<file path="src/sv/tggm_pkg.sv">
// tggm_pkg: shared widths, limits and types for the throttle-gated gain mixer
// used by tggm_div and throttle_gated_gain_mixer_unit; no dependencies
package tggm_pkg;

    localparam int GAIN_DEPTH = 8;
    localparam int SLOT_W     = $clog2(GAIN_DEPTH);
    localparam int SUM_W      = 40;
    localparam int DIV_N_W    = 33;
    localparam int DIV_D_W    = 16;
    localparam int DIV_CNT_W  = $clog2(DIV_N_W + 1);

    typedef logic signed [SUM_W-1:0] tggm_sum_t;

    typedef struct packed {
        logic               start;
        logic [DIV_N_W-1:0] dividend;
        logic [DIV_D_W-1:0] divisor;
    } tggm_div_req_t;

    typedef struct packed {
        logic               done;
        logic [DIV_N_W-1:0] quotient;
    } tggm_div_rsp_t;

    function automatic tggm_sum_t sat_add(input tggm_sum_t a, input logic signed [31:0] b);
        logic signed [SUM_W:0] s;
        tggm_sum_t             r;
        s = {a[SUM_W-1], a} + {{(SUM_W-31){b[31]}}, b};
        if (s[SUM_W] != s[SUM_W-1])
        begin
            r = s[SUM_W] ? {1'b1, {(SUM_W-1){1'b0}}} : {1'b0, {(SUM_W-1){1'b1}}};
        end
        else
        begin
            r = s[SUM_W-1:0];
        end
        return r;
    endfunction

endpackage

</file>
<file path="src/sv/tggm_div.sv">
// tggm_div: restoring serial divider, one quotient bit per cycle
// depends on tggm_pkg for operand widths and request/response types
module tggm_div
    import tggm_pkg::*;
(
    input  logic          clk,
    input  logic          rst_n,
    input  tggm_div_req_t req,
    output tggm_div_rsp_t rsp
);

    logic [DIV_N_W-1:0]   quo_reg;
    logic [DIV_D_W-1:0]   rem_reg;
    logic [DIV_D_W-1:0]   dvs_reg;
    logic [DIV_CNT_W-1:0] cnt_reg;
    logic                 busy_reg;
    logic                 done_reg;

    logic [DIV_D_W:0]     trial;
    logic                 ge;
    logic [DIV_D_W:0]     diff;

    assign trial = {rem_reg, quo_reg[DIV_N_W-1]};
    assign ge    = trial >= {1'b0, dvs_reg};
    assign diff  = trial - {1'b0, dvs_reg};

    always_ff @(posedge clk or negedge rst_n)
    begin
        if (!rst_n)
        begin
            busy_reg <= 1'b0;
            done_reg <= 1'b0;
            cnt_reg  <= '0;
        end
        else
        begin
            done_reg <= 1'b0;
            if (req.start)
            begin
                busy_reg <= 1'b1;
                cnt_reg  <= DIV_CNT_W'(DIV_N_W);
            end
            else if (busy_reg)
            begin
                cnt_reg <= cnt_reg - 1'b1;
                if (cnt_reg == DIV_CNT_W'(1))
                begin
                    busy_reg <= 1'b0;
                    done_reg <= 1'b1;
                end
            end
        end
    end

    always_ff @(posedge clk)
    begin
        if (req.start)
        begin
            quo_reg <= req.dividend;
            rem_reg <= '0;
            dvs_reg <= req.divisor;
        end
        else if (busy_reg)
        begin
            rem_reg <= ge ? diff[DIV_D_W-1:0] : trial[DIV_D_W-1:0];
            quo_reg <= {quo_reg[DIV_N_W-2:0], ge};
        end
    end

    assign rsp.done     = done_reg;
    assign rsp.quotient = quo_reg;

endmodule

</file>
<file path="src/sv/throttle_gated_gain_mixer_unit.sv">
// channel   | dir | beat contents
// s_axis    | in  | tdata: slot[2:0], value[18:3]; tuser: cmd; tlast: last
// m_axis    | out | tdata: mixed_out[15:0]; tuser: div_fault
// apb       | in  | out_min @0x0, out_max @0x4, trim @0x8, throttle_slot @0xc
// a gain load is written straight from idle; a sample beat passes MUL and ACC through the shared multiplier
// the last beat of a round then goes through SUM, ADD, CLAMP, MUL2, DSTART and the 33-step serial divider;
// a divisor fault goes from CLAMP straight to FIN
// rst_n clears the gain table, the three sums, the state and output valid, and sets the APB registers to their defaults
// a result waits in the output register while the next beat is taken
// top level of the throttle-gated gain mixer; depends on tggm_pkg and tggm_div
module throttle_gated_gain_mixer_unit
    import tggm_pkg::*;
(
    input  logic        clk,
    input  logic        rst_n,
    input  logic        s_tvalid,
    output logic        s_tready,
    input  logic [23:0] s_tdata,   // slot[2:0], value[18:3], zero pad
    input  logic        s_tuser,   // cmd
    input  logic        s_tlast,
    output logic        m_tvalid,
    input  logic        m_tready,
    output logic [15:0] m_tdata,   // mixed_out[15:0]
    output logic        m_tuser,   // div_fault
    input  logic        psel,
    input  logic        penable,
    input  logic        pwrite,
    input  logic [3:0]  paddr,
    input  logic [31:0] pwdata,
    output logic [31:0] prdata,
    output logic        pready
);

    localparam logic [1:0] REG_OUT_MIN = 2'd0;
    localparam logic [1:0] REG_OUT_MAX = 2'd1;
    localparam logic [1:0] REG_TRIM    = 2'd2;
    localparam logic [1:0] REG_THR     = 2'd3;

    localparam logic CMD_LOAD = 1'b0;

    localparam logic [3:0] ST_IDLE   = 4'd0;
    localparam logic [3:0] ST_MUL    = 4'd1;
    localparam logic [3:0] ST_ACC    = 4'd2;
    localparam logic [3:0] ST_SUM    = 4'd3;
    localparam logic [3:0] ST_ADD    = 4'd4;
    localparam logic [3:0] ST_CLAMP  = 4'd5;
    localparam logic [3:0] ST_MUL2   = 4'd6;
    localparam logic [3:0] ST_DSTART = 4'd7;
    localparam logic [3:0] ST_DWAIT  = 4'd8;
    localparam logic [3:0] ST_FIN    = 4'd9;

    logic signed [15:0] out_min_reg;
    logic signed [15:0] out_max_reg;
    logic signed [15:0] trim_reg;
    logic [3:0]         thr_slot_reg;

    logic signed [15:0] gain_reg [GAIN_DEPTH];
    tggm_sum_t          pos_reg;
    tggm_sum_t          neg_reg;
    tggm_sum_t          thr_reg;

    logic [3:0]         state_reg;
    logic signed [15:0] val_reg;
    logic [SLOT_W-1:0]  slot_reg;
    logic               last_reg;
    logic               route_thr_reg;
    logic signed [50:0] prod_reg;
    tggm_sum_t          tcl_reg;
    logic               use_pos_reg;
    logic               use_neg_reg;
    logic signed [41:0] s_reg;
    logic signed [17:0] fac_reg;
    logic signed [32:0] mb_reg;
    logic               pos_path_reg;
    logic               neg_q_reg;
    logic signed [15:0] res_reg;
    logic               fault_reg;

    logic               m_valid_reg;
    logic [15:0]        m_data_reg;
    logic               m_user_reg;

    logic               s_fire;
    logic               cfg_wr;
    logic               gated;
    logic [SLOT_W-1:0]  in_slot;
    logic signed [15:0] in_val;
    logic signed [15:0] gain_rd;

    logic signed [17:0] mul_a;
    logic signed [32:0] mul_b;
    logic signed [50:0] mul_p;

    logic signed [31:0] prod32;
    logic signed [41:0] mn42;
    logic signed [41:0] mx42;
    logic signed [41:0] t42;
    logic               t_lo;
    logic signed [41:0] t1;
    logic               t_hi;
    logic signed [41:0] t2;
    logic signed [41:0] sum_all;
    logic signed [41:0] sc1;
    logic signed [41:0] sc2;
    logic signed [32:0] mn33;
    logic signed [17:0] trim18;
    logic signed [50:0] mag;
    logic signed [33:0] qs;
    logic signed [34:0] rsum;
    logic signed [15:0] rsat;
    logic               out_free;

    tggm_div_req_t      div_req;
    tggm_div_rsp_t      div_rsp;

    tggm_div u_div
    (
        .clk   (clk),
        .rst_n (rst_n),
        .req   (div_req),
        .rsp   (div_rsp)
    );

    assign s_tready = (state_reg == ST_IDLE);
    assign s_fire   = s_tvalid && s_tready;
    assign in_slot  = s_tdata[SLOT_W-1:0];
    assign in_val   = s_tdata[18:3];
    assign cfg_wr   = psel && penable && pwrite && pready;
    assign gated    = (thr_slot_reg < 4'(GAIN_DEPTH));
    assign gain_rd  = gain_reg[slot_reg];
    assign pready   = 1'b1;

    always_comb
    begin
        case (paddr[3:2])
            REG_OUT_MIN: prdata = {{16{out_min_reg[15]}}, out_min_reg};
            REG_OUT_MAX: prdata = {{16{out_max_reg[15]}}, out_max_reg};
            REG_TRIM:    prdata = {{16{trim_reg[15]}}, trim_reg};
            REG_THR:     prdata = {28'd0, thr_slot_reg};
            default:     prdata = '0;
        endcase
    end

    // shared multiplier: gain product on samples, numerator at round end
    assign mul_a = (state_reg == ST_MUL) ? {{2{val_reg[15]}}, val_reg} : fac_reg;
    assign mul_b = (state_reg == ST_MUL) ? {{17{gain_rd[15]}}, gain_rd} : mb_reg;
    assign mul_p = mul_a * mul_b;

    assign prod32 = prod_reg[31:0];
    assign mn42   = {{11{out_min_reg[15]}}, out_min_reg, 15'd0};
    assign mx42   = {{11{out_max_reg[15]}}, out_max_reg, 15'd0};
    assign mn33   = {{2{out_min_reg[15]}}, out_min_reg, 15'd0};
    assign trim18 = {{2{trim_reg[15]}}, trim_reg};

    // throttle clamp, min first then max
    assign t42  = {{2{thr_reg[SUM_W-1]}}, thr_reg};
    assign t_lo = t42 < mn42;
    assign t1   = t_lo ? mn42 : t42;
    assign t_hi = t1 > mx42;
    assign t2   = t_hi ? mx42 : t1;

    assign sum_all = {{2{tcl_reg[SUM_W-1]}}, tcl_reg}
                   + (use_neg_reg ? {{2{neg_reg[SUM_W-1]}}, neg_reg} : 42'sd0)
                   + (use_pos_reg ? {{2{pos_reg[SUM_W-1]}}, pos_reg} : 42'sd0);

    assign sc1 = (s_reg < mn42) ? mn42 : s_reg;
    assign sc2 = (sc1 > mx42) ? mx42 : sc1;

    assign mag = prod_reg[50] ? -prod_reg : prod_reg;

    assign div_req.start    = (state_reg == ST_DSTART);
    assign div_req.dividend = mag[47:15];
    assign div_req.divisor  = pos_path_reg ? out_max_reg : 16'(-out_min_reg);

    assign qs   = neg_q_reg ? -{1'b0, div_rsp.quotient} : {1'b0, div_rsp.quotient};
    assign rsum = {qs[33], qs} + (pos_path_reg ? {{19{trim_reg[15]}}, trim_reg}
                                               : -35'sd32768);
    always_comb
    begin
        if (rsum > 35'sd32767)
        begin
            rsat = 16'sh7fff;
        end
        else if (rsum < -35'sd32768)
        begin
            rsat = 16'sh8000;
        end
        else
        begin
            rsat = rsum[15:0];
        end
    end

    assign out_free = !m_valid_reg || m_tready;

    always_ff @(posedge clk or negedge rst_n)
    begin
        if (!rst_n)
        begin
            out_min_reg  <= -16'sd4096;
            out_max_reg  <= 16'sd4096;
            trim_reg     <= '0;
            thr_slot_reg <= 4'(GAIN_DEPTH);
        end
        else if (cfg_wr)
        begin
            case (paddr[3:2])
                REG_OUT_MIN: out_min_reg  <= pwdata[15:0];
                REG_OUT_MAX: out_max_reg  <= pwdata[15:0];
                REG_TRIM:    trim_reg     <= pwdata[15:0];
                REG_THR:     thr_slot_reg <= pwdata[3:0];
                default:     ;
            endcase
        end
    end

    always_ff @(posedge clk or negedge rst_n)
    begin
        if (!rst_n)
        begin
            state_reg   <= ST_IDLE;
            pos_reg     <= '0;
            neg_reg     <= '0;
            thr_reg     <= '0;
            m_valid_reg <= 1'b0;
            for (int i = 0; i < GAIN_DEPTH; i++)
            begin
                gain_reg[i] <= '0;
            end
        end
        else
        begin
            if (m_valid_reg && m_tready)
            begin
                m_valid_reg <= 1'b0;
            end
            case (state_reg)
                ST_IDLE:
                begin
                    if (s_fire)
                    begin
                        if (s_tuser == CMD_LOAD)
                        begin
                            gain_reg[in_slot] <= in_val;
                        end
                        else
                        begin
                            state_reg <= ST_MUL;
                        end
                    end
                end
                ST_MUL:
                begin
                    state_reg <= ST_ACC;
                end
                ST_ACC:
                begin
                    if (route_thr_reg)
                    begin
                        thr_reg <= sat_add(thr_reg, prod32);
                    end
                    else if (!prod32[31] && prod32 != 32'sd0)
                    begin
                        pos_reg <= sat_add(pos_reg, prod32);
                    end
                    else if (prod32[31])
                    begin
                        neg_reg <= sat_add(neg_reg, prod32);
                    end
                    state_reg <= last_reg ? ST_SUM : ST_IDLE;
                end
                ST_SUM:
                begin
                    state_reg <= ST_ADD;
                end
                ST_ADD:
                begin
                    pos_reg   <= '0;
                    neg_reg   <= '0;
                    thr_reg   <= '0;
                    state_reg <= ST_CLAMP;
                end
                ST_CLAMP:
                begin
                    if (!sc2[41])
                    begin
                        state_reg <= (out_max_reg[15] || out_max_reg == 16'sd0) ? ST_FIN
                                                                                : ST_MUL2;
                    end
                    else
                    begin
                        state_reg <= !out_min_reg[15] ? ST_FIN : ST_MUL2;
                    end
                end
                ST_MUL2:
                begin
                    state_reg <= ST_DSTART;
                end
                ST_DSTART:
                begin
                    state_reg <= ST_DWAIT;
                end
                ST_DWAIT:
                begin
                    if (div_rsp.done)
                    begin
                        state_reg <= ST_FIN;
                    end
                end
                ST_FIN:
                begin
                    if (out_free)
                    begin
                        m_valid_reg <= 1'b1;
                        state_reg   <= ST_IDLE;
                    end
                end
                default:
                begin
                    state_reg <= ST_IDLE;
                end
            endcase
        end
    end

    // datapath registers
    always_ff @(posedge clk)
    begin
        case (state_reg)
            ST_IDLE:
            begin
                val_reg       <= in_val;
                slot_reg      <= in_slot;
                last_reg      <= s_tlast;
                route_thr_reg <= gated && (thr_slot_reg[SLOT_W-1:0] == in_slot);
            end
            ST_MUL:
            begin
                prod_reg <= mul_p;
            end
            ST_SUM:
            begin
                tcl_reg     <= gated ? t2[SUM_W-1:0] : thr_reg;
                use_neg_reg <= gated ? !t_lo : 1'b1;
                use_pos_reg <= gated ? !t_hi : 1'b1;
            end
            ST_ADD:
            begin
                s_reg <= sum_all;
            end
            ST_CLAMP:
            begin
                pos_path_reg <= !sc2[41];
                res_reg      <= '0;
                fault_reg    <= 1'b1;
                if (!sc2[41])
                begin
                    fac_reg <= 18'sd32768 - trim18;
                    mb_reg  <= sc2[32:0];
                end
                else
                begin
                    fac_reg <= 18'sd32768 + trim18;
                    mb_reg  <= sc2[32:0] - mn33;
                end
            end
            ST_MUL2:
            begin
                prod_reg <= mul_p;
            end
            ST_DSTART:
            begin
                neg_q_reg <= prod_reg[50];
            end
            ST_DWAIT:
            begin
                if (div_rsp.done)
                begin
                    res_reg   <= rsat;
                    fault_reg <= 1'b0;
                end
            end
            ST_FIN:
            begin
                if (out_free)
                begin
                    m_data_reg <= res_reg;
                    m_user_reg <= fault_reg;
                end
            end
            default:
            begin
            end
        endcase
    end

    assign m_tvalid = m_valid_reg;
    assign m_tdata  = m_data_reg;
    assign m_tuser  = m_user_reg;

endmodule

</file>
<file path="config.mk">
export PLATFORM = sky130hd
export DESIGN_NAME = throttle_gated_gain_mixer_unit
export DESIGN_NICKNAME = d
export VERILOG_FILES = /design/src/sv/tggm_pkg.sv /design/src/sv/tggm_div.sv /design/src/sv/throttle_gated_gain_mixer_unit.sv
export SDC_FILE = /design/constraint.sdc
export NUM_CORES = 2
export LEC_CHECK = 0
export BUFFER_PORTS_ARGS = -buffer_cell sky130_fd_sc_hd__buf_2
export CELL_PAD_IN_SITES_DETAIL_PLACEMENT = 1
export CELL_PAD_IN_SITES_GLOBAL_PLACEMENT = 2
export CORE_AREA = 3 3 482 293
export DETAILED_ROUTE_END_ITERATION = 7
export DIE_AREA = 0 0 485 296
export GPL_ROUTABILITY_DRIVEN = 0
export PLACE_DENSITY = 0.95
export RECOVER_POWER = 25
export SYNTH_ARGS = -nofsm -noshare
export SYNTH_HDL_FRONTEND = slang
export SYNTH_SLANG_ARGS = --single-unit
</file>
<file path="constraint.sdc">
create_clock -name clk -period 14.76 [get_ports clk]
set_input_delay 1.476 -clock clk [delete_from_list [all_inputs] [get_ports clk]]
set_output_delay 1.476 -clock clk [all_outputs]
set_load 0.005 [all_outputs]
</file>
## Word-level counts from Yosys, hierarchy flattened

Cells that the tools add are included.
W data, S select, Z words.

| operators by class | value |
|---|---|
| mux-type cells | 66 |
| eq/ne operators | 26 |
| bitwise operators | 3 |
| add/sub/neg operators | 14 |
| order comparisons | 11 |
| $mul | 1 |
| reductions and logical operators | 33 |

Operators with widths:

| kind | number |
|---|---|
| $mux W40 | 14 |
| $pmux W40 S2 | 3 |
| $mux W42 | 5 |
| $mux W33 | 4 |
| $bwmux W128 | 1 |
| $mux W16 | 8 |
| $pmux W32 S4 | 1 |
| $add A40 B32 Y41 | 3 |
| $add A42 B42 Y42 | 2 |
| $gt A42 B31 Y1 | 2 |
| $mul A18 B33 Y51 | 1 |
| $bmux W16 S3 | 1 |
| $demux W16 S3 | 1 |
| $mux W48 | 1 |
| $neg A48 Y48 | 1 |
| $lt A42 B31 Y1 | 1 |
| $lt A40 B31 Y1 | 1 |
| $pmux W4 S10 | 1 |
| $mux W18 | 2 |
| $add A35 B35 Y35 | 1 |
| $gt A35 B16 Y1 const B | 1 |
| $lt A35 B16 Y1 const B | 1 |
| $mux W35 | 1 |
| $mux W34 | 1 |
| other kinds (42) | 96 |

| word-level totals | value |
|---|---|
| output and inout port bits | 52 |
| logic and storage cells | 194 |
| register bits after elaboration | 621 |
| input port bits | 69 |

## Depth between registers and ports, before layout

| depth | value |
|---|---|
| word-level depth | 8 |
| mapped depth | 39 |
| mapped depth without buffers | 35 |

## Cells and area by module

A second synthesis with hierarchy kept.

| unflattened totals | value |
|---|---|
| cells, all modules | 6478 |
| area total of the unflattened synthesis | 62678.9 um2 |

Modules (own cells, without submodules):

| module | times used | cells an instance | seq. area each (um2) | area an instance (um2) |
|---|---|---|---|---|
| throttle_gated_gain_mixer_unit | 1 | 6162 | 14846.7 | 58899.0 |
| tggm_div | 1 | 316 | 1991.9 | 3779.9 |

## Worst setup path after synthesis

Ideal clock, no wire load.

| path | value |
|---|---|
| path kind | reg-to-reg |
| start | register slot_reg[0] |
| end | register prod_reg[47], data pin |
| data arrival time | 7.920 ns |
| period minus slack after synthesis | 8.200 ns |
| cell stages (with the launch flop) | 30 |
| buffers on the path | 3 |
| setup slack | 6.560 ns |
| required time | 14.480 ns |
| library setup time | 0.280 ns |
| cell sequence | edfxtp_1 > clkbuf_1 > buf_1 > mux4_2 > mux2i_1 > a21o_1 > clkbuf_1 > nor2_1 > fa_1 > fa_1 > inv_1 > fa_1 > inv_1 > fa_1 > inv_1 > fa_1 > inv_1 > fa_1 > ha_1 > a21oi_1 > o21ai_0 > nor3_1 > o311ai_0 > o21ai_0 > nand3_1 > a21boi_0 > o21ai_0 > a2111oi_0 > or3_1 > o211ai_1 |

| between the ends | value |
|---|---|
| cells in the longest elaborated chain, start to end | 6 |

Ends and longest elaborated chain:

| element | RTL line | text |
|---|---|---|
| from (decl) | throttle_gated_gain_mixer_unit.sv:64 | `logic [SLOT_W-1:0] slot_reg;` |
| from (signal assigned) | throttle_gated_gain_mixer_unit.sv:333 | `slot_reg <= in_slot;` |
| $not A3 Y4 (not written as such) | throttle_gated_gain_mixer_unit.sv:130 | `assign gain_rd = gain_reg[slot_reg];` |
| $bmux W16 S3 | throttle_gated_gain_mixer_unit.sv:130 |  |
| $mux W16 (not written as such) (2 in series) | throttle_gated_gain_mixer_unit.sv:130 |  |
| $mux W33 | throttle_gated_gain_mixer_unit.sv:146 | `assign mul_b = (state_reg == ST_MUL) ? {{17{gain_rd[15]}}, gain_rd} : mb_reg;` |
| $mul A18 B33 Y51 | throttle_gated_gain_mixer_unit.sv:147 | `assign mul_p = mul_a * mul_b;` |
| via mul_p[47] | throttle_gated_gain_mixer_unit.sv:92 | `logic signed [50:0] mul_p;` |
| to (signal assigned) | throttle_gated_gain_mixer_unit.sv:339 | `prod_reg <= mul_p;` |
| to (signal assigned) | throttle_gated_gain_mixer_unit.sv:369 | `prod_reg <= mul_p;` |
| to (decl) | throttle_gated_gain_mixer_unit.sv:67 | `logic signed [50:0] prod_reg;` |

The timed path passes the listed nets, and every way through them passes these cells. The select of a mux whose other input is x is not followed.
A chain may end at the register's enable or synchronous reset.

## Worst setup path after layout

| path | value |
|---|---|
| start | register out_min_reg[15] |
| end | register mb_reg[31], data pin |

| between the ends | value |
|---|---|
| cells in the longest elaborated chain, start to end | 6 |

Ends and longest elaborated chain:

| element | RTL line | text |
|---|---|---|
| from (decl) | throttle_gated_gain_mixer_unit.sv:52 | `logic signed [15:0] out_min_reg;` |
| from (signal assigned) | throttle_gated_gain_mixer_unit.sv:200 | `out_min_reg <= -16'sd4096;` |
| from (signal assigned) | throttle_gated_gain_mixer_unit.sv:208 | `REG_OUT_MIN: out_min_reg <= pwdata[15:0];` |
| $lt A42 B31 Y1 | throttle_gated_gain_mixer_unit.sv:166 | `assign sc1 = (s_reg < mn42) ? mn42 : s_reg;` |
| $mux W42 | throttle_gated_gain_mixer_unit.sv:166 |  |
| $gt A42 B31 Y1 | throttle_gated_gain_mixer_unit.sv:167 | `assign sc2 = (sc1 > mx42) ? mx42 : sc1;` |
| $mux W42 | throttle_gated_gain_mixer_unit.sv:167 |  |
| $sub A33 B33 Y33 | throttle_gated_gain_mixer_unit.sv:364 | `mb_reg <= sc2[32:0] - mn33;` |
| $mux W33 * | throttle_gated_gain_mixer_unit.sv:356 | `if (!sc2[41])` |
| to (signal assigned) | throttle_gated_gain_mixer_unit.sv:359 | `mb_reg <= sc2[32:0];` |
| to (signal assigned) | throttle_gated_gain_mixer_unit.sv:364 |  |
| to (decl) | throttle_gated_gain_mixer_unit.sv:73 | `logic signed [32:0] mb_reg;` |

Mark *: on every way between the ends. The rest lies on a longest branch, timed or not.

==> results.ini <==
[status]
status=finished, violations left
violations=capacitance limit, slew limit

[yosys]
synth-xor-area-share=0.0458
async_reset_ff_frac=0.506
yosysTopAreaCell=fa_1
synth-edff-count=289
synth_top_family_by_area=adder cells
yosysSeqAreaShare=0.268
yosysWarningCount=0
synth_ff_type=dfrtp_1
netlist-cell-type-count=89
postSynthCellCount=6610
synth.top_cells.by_area=fa_1, edfxtp_1, dfrtp_1
postSynthAreaPerCell_um2=9.52
synthMuxAreaShare=0.0561
synth-adder-area-share=0.287
synth-compound-area-share=0.137
synth_top_area_frac=0.196
syn_nets=7752
synth.cell_area_mm2=0.0629
synthSimpleGateAreaFrac=0.141
ys_ff_latch=618

[detailed_routing]
drtPass1Iterations=7
ant_nets=0
viasPerCell=6.18
drt_wl_total_mm=225
drc=0
vias=52300
drt_iter0_drc=5436
wl_per_cell_um=26.5

[global_route]
grt_pass1_vias=54700
grt-ovfl-total=0
grt_max_degree=163
gr-usage-all-layers=0.313
grt_pass1_wl_mm=344
antenna_found_initial=10

[floorplan]
core.rowCount=105
initial_core_util=0.460
fp.dieArea_mm2=0.144
core_area_mm2=0.137
die-width_um=485
io_pins=121
fp.dieH_um=296

[clock_network]
cts_hold_buf=0
cts_tree=done
clk_pin_slew_ps=70
cts_buffers=68
cts.repair.resized=0
cts_buffer_depth=3
cts.sinks=618
clock-root-buffer=clkbuf_16
insertion_delay_ps=690
post_cts_buffers=0
htreeDepth=3

[critical_path]
cpPeakStageDelay_ps=830
crit_slowest_cell=dfstp_2
startpoint_type=register
cp_data_required_time_ps=15110
crit_path_frequent_cell=a21oi_1
critPathKind=reg2reg
end_kind=register
worstPathArrival_ps=11300
cp-startpoint=out_min_reg[15]$_DFFE_PN1P_
crit_fanout=58
r2r_start=out_min_reg[15]$_DFFE_PN1P_

[cells_and_area]
nets=7731
fillers=15500
fin_util=0.496
drive_gt1_frac=0.0856
syn2layout_area_growth_pct=7.68
largest_reg_flops=128

[min_path]
hold_path.class=reg2reg
holdCritStartpoint=res_reg[15]$_SDFFCE_PN0P_

[timing]
hold_viol=0
setup_tns_ps=0
fin_crit_ps=10950
setup_violations=0
rsz0062_at_grt=no
post-route-period-util=0.742
slew_viol_final=338
max_freq_mhz=91.3
whs_ps=423
worst_slew_pin_slew_ps=5110
relSlewSlack=-2.41
clock_skew_ps=43.4

[flow_run]
cap_violations=8

[placement]
dpl.hpwl_mm=174
io_buffers=96

-- metal layers --
layer | vias up | GRT usage | wire length [um] | part of all wire
li1 | 22500 | - | - | -
met1 | 26900 | 0.468 | 101000 | 0.45
met2 | 2568 | 0.444 | 90000 | 0.40
met3 | 327 | 0.104 | 28600 | 0.13
met4 | 8 | 0.0564 | 4530 | 0.020
met5 | - | 0 | 52 | 0.00023
-- metrics by stage --
| step | cell area, um2 | cells | setup slack (ps) |
|---|---|---|---|
| finish | 67700 | 8467 | 3810 |
| floorplan | 62900 | 6610 | 6560 |
| CTS | 67800 | 8463 | 4090 |
| global placement | 65400 | 8337 | 4680 |
| global route | 67700 | 8465 | 3290 |
| detailed placement | 65400 | 8337 | 4210 |
-- critical path: cells and delay by family (launching register included) --
| family | cells | cell delay, ps |
|---|---|---|
| buf+inv | 4 | 1320 |
| simple gates | 7 | 2120 |
| flops | 1 | 830 |
| xor+xnor | 1 | 150 |
| fa+ha+maj | 4 | 1370 |
| compound gates | 17 | 4750 |
-- path summary, 6_finish.rpt --
path	to	slack, ps	cells after the start
max	mb_reg[31]$_DFFE_PP_	3810	33
min	m_tdata[15]$_DFFE_PP_	420	0
max reg2reg	mb_reg[31]$_DFFE_PP_	3810	33
min reg2reg	m_tdata[15]$_DFFE_PP_	420	0
max in group asynchronous	gain_reg[106]$_DFFE_PN0P_	7220	3
min in group asynchronous	thr_reg[33]$_DFFE_PN0P_	2660	1
-- Yosys cell counts, types with 52 or more instances --
master and n:
inv_1 771, xnor2_1 202, dfrtp_1 307, xor2_1 127, nand2b_1 52, a21o_1 182, nand2_1 821, nor3_1 132
nor2b_1 54, mux2_2 181, ha_1 457, mux2i_1 68, a21oi_1 317, nor2_1 336, nand3_1 92, o21ai_0 346
clkbuf_1 251, and2_1 190, edfxtp_1 289, a221o_1 76, fa_1 616
-- cell type report --
cell class | count | area, um2 | area share
sequential | 618 | 16800 | 0.249
inverter | 775 | 2910 | 0.0430
antenna | 3 | 7.51 | 0.000111
timing repair buffer | 203 | 1240 | 0.0183
clock buffer | 87 | 1820 | 0.0269
multi-input combinational | 4923 | 42100 | 0.622
tap | 1819 | 2280 | 0.0336
clock inverter | 39 | 531 | 0.00783
-- cells by family (layout without fill, tap and decap cells) --
family | Yosys count | in the layout
xor gates and xnor gates | 329 | 329
AOI/OAI and AO/OA | 1331 | 1331
other | 1 | 4
buffers and inverters | 1069 | 1104
and+or+nand+nor | 1903 | 1903
DFF | 618 | 618
muxes | 285 | 285
adders and majority gates | 1074 | 1074
-- cells in the final DEF (no fill, tap or decap), types with 91 or more instances in the layout --
master      n
a21oi_1   314
nor2_1    331
buf_4      98
nand3_1    91
ha_1      457
fa_1      616
xnor2_1   202
mux2_2    181
o21ai_0   344
inv_1     771
nor3_1    130
nand2_1   816
dfrtp_1   307
and2_1    189
xor2_1    127
a21o_1    182
edfxtp_1  289
Power is left out: the tool's default activity adds up to more than one toggle a clock period on the data nets, which glitch-free logic cannot reach.
